## config.mk

```make
export PLATFORM = sky130hd
export DESIGN_NAME = cordic_magnitude_with_companion_rotate
export DESIGN_NICKNAME = d
export VERILOG_FILES = /design/src/rtl/core/cmag_pkg.sv /design/src/rtl/core/cmag_fold.sv /design/src/rtl/core/cmag_cell.sv /design/src/rtl/core/cordic_magnitude_with_companion_rotate.sv
export SDC_FILE = /design/constraint.sdc
export NUM_CORES = 2
export LEC_CHECK = 0
export ABC_AREA = 1
export BUFFER_PORTS_ARGS = -buffer_cell sky130_fd_sc_hd__buf_2
export CORE_MARGIN = 2
export CORE_UTILIZATION = 55
export CTS_CLUSTER_DIAMETER = 200
export DETAILED_ROUTE_END_ITERATION = 12
export PLACE_DENSITY_LB_ADDON = 0.08
export SLEW_MARGIN = 20
export SYNTH_ARGS = -nofsm -noshare
export SYNTH_HDL_FRONTEND = slang
export SYNTH_SLANG_ARGS = --single-unit
```

## constraint.sdc

```tcl
create_clock -name clk -period 5.1 [get_ports clk]
set_input_delay 0.255 -clock clk [delete_from_list [all_inputs] [get_ports clk]]
set_output_delay 0.255 -clock clk [all_outputs]
set_load 0.02 [all_outputs]
```

## src/rtl/core/cmag_pkg.sv

```systemverilog
`default_nettype none
// ----------------------------------------------------------------------------
// cmag_pkg
// Shared widths and data types for the cordic magnitude pipeline.
// ----------------------------------------------------------------------------
package cmag_pkg;

	// word width and number of micro-rotation cells
	localparam int DATA_BITS  = 16;
	localparam int ROUNDS     = 8;
	localparam int SHIFT_BITS = (ROUNDS > 1) ? $clog2(ROUNDS) : 1;

	typedef logic signed [DATA_BITS-1:0] word_t;
	typedef logic [SHIFT_BITS-1:0]       shift_t;

	// working vector and companion vector carried down the chain
	typedef struct packed {
		word_t x;
		word_t y;
		word_t x2;
		word_t y2;
	} vec_t;

endpackage
`default_nettype wire

```

## src/rtl/core/cmag_fold.sv

```systemverilog
`default_nettype none
// ----------------------------------------------------------------------------
// cmag_fold
// Entry stage: folds the vector into the right half plane, negating x and
// the companion x when x is negative, and registers the result.
// ----------------------------------------------------------------------------
module cmag_fold (
	input  wire logic          clk,
	input  wire logic          arst_n,
	input  wire logic          in_valid,
	output logic               in_ready,
	input  wire cmag_pkg::vec_t in_data,
	output logic               out_valid,
	input  wire logic          out_ready,
	output cmag_pkg::vec_t     out_data
);
	import cmag_pkg::*;

	logic valid_q;
	vec_t data_q;
	vec_t folded;

	// stage takes a transaction when empty or when it drains this cycle
	assign in_ready = !valid_q || out_ready;

	// negate x and companion x for the left half plane, wrapping at word width
	always_comb begin
		folded = in_data;
		if (in_data.x[DATA_BITS-1]) begin
			folded.x  = -in_data.x;
			folded.x2 = -in_data.x2;
		end
	end

	// occupancy
	always_ff @(posedge clk or negedge arst_n) begin
		if (!arst_n) begin
			valid_q <= 1'b0;
		end else if (in_ready) begin
			valid_q <= in_valid;
		end
	end

	// payload
	always_ff @(posedge clk) begin
		if (in_valid && in_ready) begin
			data_q <= folded;
		end
	end

	assign out_valid = valid_q;
	assign out_data  = data_q;

endmodule
`default_nettype wire

```

## src/rtl/core/cmag_cell.sv

```systemverilog
`default_nettype none
// ----------------------------------------------------------------------------
// cmag_cell
// One micro-rotation cell: rotates both vectors by the sign of y using
// arithmetic shifts by the cell's position, then registers them.
// ----------------------------------------------------------------------------
module cmag_cell (
	input  wire logic            clk,
	input  wire logic            arst_n,
	input  wire cmag_pkg::shift_t shift,
	input  wire logic            in_valid,
	output logic                 in_ready,
	input  wire cmag_pkg::vec_t  in_data,
	output logic                 out_valid,
	input  wire logic            out_ready,
	output cmag_pkg::vec_t       out_data
);
	import cmag_pkg::*;

	logic  valid_q;
	vec_t  data_q;
	vec_t  rotated;
	word_t sh_x, sh_y, sh_x2, sh_y2;
	logic  y_neg;

	assign in_ready = !valid_q || out_ready;

	// shifted cross terms
	assign sh_x  = in_data.x  >>> shift;
	assign sh_y  = in_data.y  >>> shift;
	assign sh_x2 = in_data.x2 >>> shift;
	assign sh_y2 = in_data.y2 >>> shift;
	assign y_neg = in_data.y[DATA_BITS-1];

	// rotation direction set by main y, applied to both vectors
	always_comb begin
		if (y_neg) begin
			rotated.x  = in_data.x  - sh_y;
			rotated.y  = in_data.y  + sh_x;
			rotated.x2 = in_data.x2 - sh_y2;
			rotated.y2 = in_data.y2 + sh_x2;
		end else begin
			rotated.x  = in_data.x  + sh_y;
			rotated.y  = in_data.y  - sh_x;
			rotated.x2 = in_data.x2 + sh_y2;
			rotated.y2 = in_data.y2 - sh_x2;
		end
	end

	// occupancy
	always_ff @(posedge clk or negedge arst_n) begin
		if (!arst_n) begin
			valid_q <= 1'b0;
		end else if (in_ready) begin
			valid_q <= in_valid;
		end
	end

	// payload
	always_ff @(posedge clk) begin
		if (in_valid && in_ready) begin
			data_q <= rotated;
		end
	end

	assign out_valid = valid_q;
	assign out_data  = data_q;

endmodule
`default_nettype wire

```

## src/rtl/core/cordic_magnitude_with_companion_rotate.sv

```systemverilog
`default_nettype none
// ----------------------------------------------------------------------------
// cordic_magnitude_with_companion_rotate
// Vectoring-mode cordic magnitude with a companion vector rotated alongside.
//
// Usage:
//   Input channel (in_valid/in_ready) carries vec_x, vec_y, comp_x_in and
//   comp_y; output channel (out_valid/out_ready) carries magnitude and
//   comp_x_out, one result transaction per input transaction, in order.
//   Between input acceptance and output valid lie one fold stage, one cell
//   per micro-rotation (8), and the gain-correction output register.
//   Throughput is one transaction per cycle while the receiver keeps up; the
//   chain of cells is fully pipelined with one register per cell.
//   Each stage has its own valid bit and takes a new transaction when empty
//   or when draining, so bubbles close up. When the receiver stalls, results
//   pile up stage by stage and in_ready falls only once every stage is full.
//   Reset empties all stages; no result is pending after reset.
//   Every working value wraps at 16 bits; nothing saturates.
// ----------------------------------------------------------------------------
module cordic_magnitude_with_companion_rotate (
	input  wire logic            clk,
	input  wire logic            arst_n,
	input  wire logic            in_valid,
	output logic                 in_ready,
	input  wire cmag_pkg::word_t vec_x,
	input  wire cmag_pkg::word_t vec_y,
	input  wire cmag_pkg::word_t comp_x_in,
	input  wire cmag_pkg::word_t comp_y,
	output logic                 out_valid,
	input  wire logic            out_ready,
	output cmag_pkg::word_t      magnitude,
	output cmag_pkg::word_t      comp_x_out
);
	import cmag_pkg::*;

	vec_t        in_vec;
	vec_t        stage_data  [ROUNDS+1];
	logic [ROUNDS:0] stage_valid;
	logic [ROUNDS:0] stage_ready;
	logic        last_ready;
	logic        out_valid_q;
	word_t       mag_q;
	word_t       cx_q;
	word_t       mag_fix;
	word_t       cx_fix;

	assign in_vec = '{x: vec_x, y: vec_y, x2: comp_x_in, y2: comp_y};

	// fold into the right half plane
	cmag_fold u_fold (
		.clk       (clk),
		.arst_n    (arst_n),
		.in_valid  (in_valid),
		.in_ready  (in_ready),
		.in_data   (in_vec),
		.out_valid (stage_valid[0]),
		.out_ready (stage_ready[0]),
		.out_data  (stage_data[0])
	);

	// chain of micro-rotation cells, cell i shifts by i
	for (genvar i = 0; i < ROUNDS; i++) begin : g_cell
		cmag_cell u_cell (
			.clk       (clk),
			.arst_n    (arst_n),
			.shift     (SHIFT_BITS'(i)),
			.in_valid  (stage_valid[i]),
			.in_ready  (stage_ready[i]),
			.in_data   (stage_data[i]),
			.out_valid (stage_valid[i+1]),
			.out_ready (stage_ready[i+1]),
			.out_data  (stage_data[i+1])
		);
	end

	assign stage_ready[ROUNDS] = last_ready;
	assign last_ready          = !out_valid_q || out_ready;

	// gain correction: about 0.625 as (v >> 1) + (v >> 3)
	assign mag_fix = (stage_data[ROUNDS].x  >>> 1) + (stage_data[ROUNDS].x  >>> 3);
	assign cx_fix  = (stage_data[ROUNDS].x2 >>> 1) + (stage_data[ROUNDS].x2 >>> 3);

	// output register occupancy
	always_ff @(posedge clk or negedge arst_n) begin
		if (!arst_n) begin
			out_valid_q <= 1'b0;
		end else if (last_ready) begin
			out_valid_q <= stage_valid[ROUNDS];
		end
	end

	// output register payload
	always_ff @(posedge clk) begin
		if (stage_valid[ROUNDS] && last_ready) begin
			mag_q <= mag_fix;
			cx_q  <= cx_fix;
		end
	end

	assign out_valid  = out_valid_q;
	assign magnitude  = mag_q;
	assign comp_x_out = cx_q;

`ifndef SYNTHESIS
	logic [ROUNDS+1:0] occ;
	logic              take_in;
	logic              give_out;

	assign occ      = {out_valid_q, stage_valid};
	assign take_in  = in_valid && in_ready;
	assign give_out = out_valid && out_ready;

	// a transaction taken and none delivered grows occupancy by one
	a_occ_grow: assert property (@(posedge clk) disable iff (!arst_n)
		take_in && !give_out |=> $countones(occ) == $past($countones(occ)) + 1)
		else $error("occupancy did not grow on input transaction");

	// a transaction delivered and none taken shrinks occupancy by one
	a_occ_shrink: assert property (@(posedge clk) disable iff (!arst_n)
		!take_in && give_out |=> $countones(occ) + 1 == $past($countones(occ)))
		else $error("occupancy did not shrink on output transaction");

	// input back-pressure only when every stage is full and the output stalls
	a_full_stall: assert property (@(posedge clk) disable iff (!arst_n)
		!in_ready |-> (&occ) && !out_ready)
		else $error("input stalled with room in the pipeline");

	// corrected magnitude stays within the range of the gain correction
	a_mag_range: assert property (@(posedge clk) disable iff (!arst_n)
		out_valid |-> ($signed(magnitude) >= -20480) && ($signed(magnitude) <= 20478))
		else $error("magnitude out of range");
`endif

endmodule
`default_nettype wire
```

## Word-level counts from Yosys, hierarchy flattened

Index checks and enable logic that the tools add are counted.

- Register bits after elaboration: 586
- Input bits: 68
- Output and inout bits: 34
- Word-level logic and storage cells: 153

- $add $sub $neg: 66
- Mux-type cells: 10
- Reduce and logical (&&, ||, !) cells: 30

Operators by type and width:

| kind | count |
|---|---|
| 64-bit 2-to-1 mux | 8 |
| 16-bit by 10-bit adder with 16-bit output | 4 |
| 16-bit by 11-bit adder with 16-bit output | 4 |
| 16-bit by 12-bit adder with 16-bit output | 4 |
| 16-bit by 13-bit adder with 16-bit output | 4 |
| 16-bit by 14-bit adder with 16-bit output | 4 |
| 16-bit by 15-bit adder with 16-bit output | 4 |
| 16-bit by 9-bit adder with 16-bit output | 4 |
| 16-bit by 10-bit subtractor with 16-bit output | 4 |
| 16-bit by 11-bit subtractor with 16-bit output | 4 |
| 16-bit by 12-bit subtractor with 16-bit output | 4 |
| 16-bit by 13-bit subtractor with 16-bit output | 4 |
| 16-bit by 14-bit subtractor with 16-bit output | 4 |
| 16-bit by 15-bit subtractor with 16-bit output | 4 |
| 16-bit subtractor | 4 |
| 16-bit by 9-bit subtractor with 16-bit output | 4 |
| 15-bit by 13-bit adder with 16-bit output | 2 |
| 16-bit adder | 2 |
| 16-bit negation | 2 |
| 16-bit 2-to-1 mux | 1 |
| 15-bit 2-to-1 mux | 1 |
| 1-bit logical AND | 10 |
| 1-bit logical NOT | 10 |
| 1-bit logical OR | 10 |

## Depth between registers and ports, before layout

- Depth after elaboration: 12
- Gate-level depth with buffers: 19
- Gate-level depth less buffers: 19

## Hierarchy

From an unflattened synthesis, not the netlist that was laid out.

- Cell total of the unflattened synthesis: 11414
- Area, all modules: 75167.1 um2

Modules (own cells, without submodules):

| module | instances | cells each | area each (um2) | sequential area each (um2) |
|---|---|---|---|---|
| cmag_cell at g_cell[0].u_cell ... | 3 | 1363 | 8715.9 | 1946.9 |
| cmag_cell at g_cell[5].u_cell | 1 | 1357 | 9003.6 | 1946.9 |
| cmag_cell at g_cell[2].u_cell | 1 | 1346 | 8715.9 | 1946.9 |
| cmag_cell at g_cell[7].u_cell | 1 | 1353 | 8675.8 | 1946.9 |
| cmag_cell at g_cell[1].u_cell | 1 | 1338 | 8602.0 | 1946.9 |
| cmag_cell at g_cell[6].u_cell | 1 | 1339 | 8531.9 | 1946.9 |
| cmag_fold | 1 | 258 | 2867.8 | 1946.9 |
| cordic_magnitude_with_companion_rotate | 1 | 334 | 2622.5 | 985.9 |

## Worst setup path after synthesis

OpenSTA, ideal clock, no wires.

- Kind: reg2reg
- Start point: reg out_valid_q, in the netlist out_valid
- End point: reg g_cell[0].u_cell.data_q, in the netlist g_cell[0].u_cell.out_data[0] (enable)
- Setup time: 0.502 ns
- Data arrival time: 4.000 ns
- Data required time: 4.598 ns
- Path slack: 0.598 ns
- Cell stages (with the launch flop): 10
- Path buffers: 0
- Period minus slack after synthesis: 4.502 ns
- Cell sequence: dfrtp_1 -> inv_1 -> nor2_2 -> nand2_1 -> nor2_2 -> nand4_2 -> nor2_2 -> nand2_1 -> inv_1 -> a21oi_1

- Word-level cells in the longest chain between the ends: 11

Ends and longest elaborated chain:

| item | line | RTL |
|---|---|---|
| start: declaration | cordic_magnitude_with_companion_rotate.sv:41 | `logic out_valid_q;` |
| start signal: assignment | cordic_magnitude_with_companion_rotate.sv:88 | `out_valid_q <= stage_valid[ROUNDS];` |
| 1-bit logical NOT | cordic_magnitude_with_companion_rotate.sv:77 | `assign last_ready = !out_valid_q \|\| out_ready;` |
| 1-bit logical OR | cordic_magnitude_with_companion_rotate.sv:77 |  |
| 1-bit logical OR (8 in a row) | cmag_cell.sv:26 | `assign in_ready = !valid_q \|\| out_ready;` |
| 1-bit logical AND | cmag_cell.sv:61 | `if (in_valid && in_ready) begin` |
| end signal: assignment | cmag_cell.sv:62 | `data_q <= rotated;` |
| end: declaration | cmag_cell.sv:21 | `vec_t data_q;` |

Every way passes these cells.
A chain may end at the register's enable or synchronous reset.

==> flow_summary.toml <==
[cts]
cts_resized = 0
cts-htree-levels = 3
post_cts_buffers = 0
clk_latency_ps = 640
cts_buffers = 73
cts_max_path_buffers = 3
cts_tree = "built"
path_clk_slew_ps = 60
clock-sinks = 568
cts_root_buffer = "clkbuf_16"

[timing]
clock_skew_ps = 22.3
setup_tns_ps = 0
worst_slack_ps = 1310
finalCritPeriodShare_pct = 74.3
finalMaxSlewViolations = 0
final_hold_viol_count = 0
rsz0062_at_grt = "false"
finalCriticalPeriod_ps = 3790
fmax_mhz = 264
relSlewSlack_pct = 34.0
finalSetupViolCount = 0
worst_pin_slew_ps = 989

[layout]
drive_gt1_share_pct = 4.27
multi_input_area_um2 = 31500
design_area_um2 = 57900
num-nets-final = 7938
seq_area_um2 = 17000
fill_cells = 8852
fin_util_pct = 60.8
synthToLayoutAreaGrowth_pct = 9.28

[floorplan]
initial_core_util_pct = 55.6
die_area_um2 = 98900
core_area_um2 = 95300
die_y_um = 315
io_pins = 102
dieWidth_um = 315
row_count = 113

[logic_synthesis]
ys_async_sr_fraction_pct = 1.76
avgSynthCellArea_um2 = 7.48
yosysSeqAreaShare_pct = 32.1
synthesis.instances = 7092
ys.flop_type = "edfxtp_1"
synth_edf_count = 558
synth_seq_cells = 568
yosysWarnings = 0
synth_nets = 7760
synthDistinctLibCells = 55
syn_area_um2 = 53000

[routing]
drc = 0
drt_iter0_markers = 3196
firstDrtPassIters = 5
wirelength_mm = 143
ant_nets = 0
via_count = 45900
via_per_inst = 5.34
wl_per_cell_um = 16.6

[placement]
routabilityCongestion = 0.968
place_area_um2 = 54800
post-place-ws_ps = 1350
hpwl_mm = 117
place.port_buffers = 101

[grt]
grt_antenna_before_repair = 3
first_global_vias = 44100
grt_pass1_wl_mm = 229
overflow = 0
grt_start_max_net_pins = 65
grt.total_usage_pct = 28.8

[worst_setup_path]
critical_path_class = "flip-flop to flip-flop"
end_kind = "flip-flop"
crit_arrival_ps = 4170
required_ps = 5480
cp_max_fo = 31
cp-start-kind = "flip-flop"
rrSetupSlack_ps = 1310

[job]
maxCapViolations = 0

[hold_path]
holdCritPathClass = "primary input to flip-flop"

[run_status]
run_status = "complete, no violations"
-- registers in the layout, indices dropped and copies added, names as in the netlist --
| name | cells |
|---|---|
| magnitude | 16 |
| g_cell.u_cell.out_valid | 8 |
| u_fold.out_valid | 1 |
| g_cell.u_cell.out_data | 462 |
| u_fold.out_data | 64 |
| comp_x_out | 16 |
| out_valid | 1 |
-- final timing paths --
path	startpoint	to	cells past startpoint
max	g_cell[5].u_cell.out_data[47]	g_cell[6].u_cell.out_data[15]	13
min	vec_x[4]	u_fold.out_data[52]	3
min reg2reg	g_cell[6].u_cell.out_valid	g_cell[7].u_cell.out_valid	2
min in group asynchronous	arst_n	u_fold.out_valid	3
max in group asynchronous	arst_n	g_cell[1].u_cell.out_valid	4
max reg2reg	g_cell[5].u_cell.out_data[47]	g_cell[6].u_cell.out_data[15]	13
-- critical path: stages, from the launching register on --
cell and delay [ps]:
edfxtp_1 870, inv_1 690, nor2_1 400, inv_1 120, nand2_1 160, o41ai_1 120
ha_1 410, nand2_1 120, o21ai_0 280, nand2_1 110, nand2_1 80, a21oi_1 50
nand3_1 90, nand2_1 50
-- synthesized netlist by cell type (all sizes together) (32+ instances only) --
library cell	count	share of area, %
inv	1082	7.7
o21ai	224	2.2
nor3	105	1.1
o21bai	48	0.69
fa	32	1.2
nand3b	37	0.52
ha	568	13
nand3	601	5.7
nand4	64	0.78
buf	65	0.76
nor2	645	4.6
a21oi	440	4.2
nand2	1818	13
xor2	428	7.1
a21boi	37	0.52
xnor2	131	2.2
a31oi	36	0.42
a21o	63	0.89
edfxtp	558	32
-- stage by stage --
stage	cells	hold WS, ps
after global routing	8595	43.9
final	8595	60.1
after global placement	8398	128
after floorplan	7092	-40.6
after detailed placement	8398	131
after CTS	8592	13.2
-- kinds of logic (layout without fill, tap and decap cells) --
family	count (synthesis)	count (layout)	synth area share, %
compound gates	879	879	9.32
buf+inv	1163	1398	8.54
fa+ha+maj	600	600	14.6
mux	1	1	0.0189
flops	568	568	32.1
simple gates	3322	3322	26.2
other cells	0	3	0
xor+xnor	559	559	9.23
-- metal layers --
layer | global-route usage [%] | share of wire, %
met1 | 36.6 | 44
met3 | 3.36 | 4.2
met5 | 0 | 0
met2 | 49.8 | 47
met4 | 11.2 | 4.1
-- cell usage in the layout (no fill, tap or decap), types with 131 or more instances in the layout --
master / Yosys / final
nor2_1: 635 / 632
ha_1: 568 / 568
edfxtp_1: 558 / 558
nand3_1: 599 / 599
nand2_1: 1814 / 1814
xnor2_1: 131 / 131
a21oi_1: 435 / 433
inv_1: 1073 / 1068
o21ai_0: 204 / 204
xor2_1: 428 / 428
-- final cells by class --
cell class,instances,area share (%)
clock inverter,45,0.898
timing repair buffer,182,2.19
sequential,568,29.3
tap,1265,2.73
antenna,3,0.0130
clock buffer,87,3.37
inverter,1084,7.02
multi-input combinational,5361,54.4
-- what timing repair did --
action,CTS,global route
hold buffers,62,0
hold endpoints to repair,70,0
endpoints found under the setup margin,0,0
Power is not shown: default switching activity piles up to over one toggle a cycle in this logic, so the estimate is an artifact.
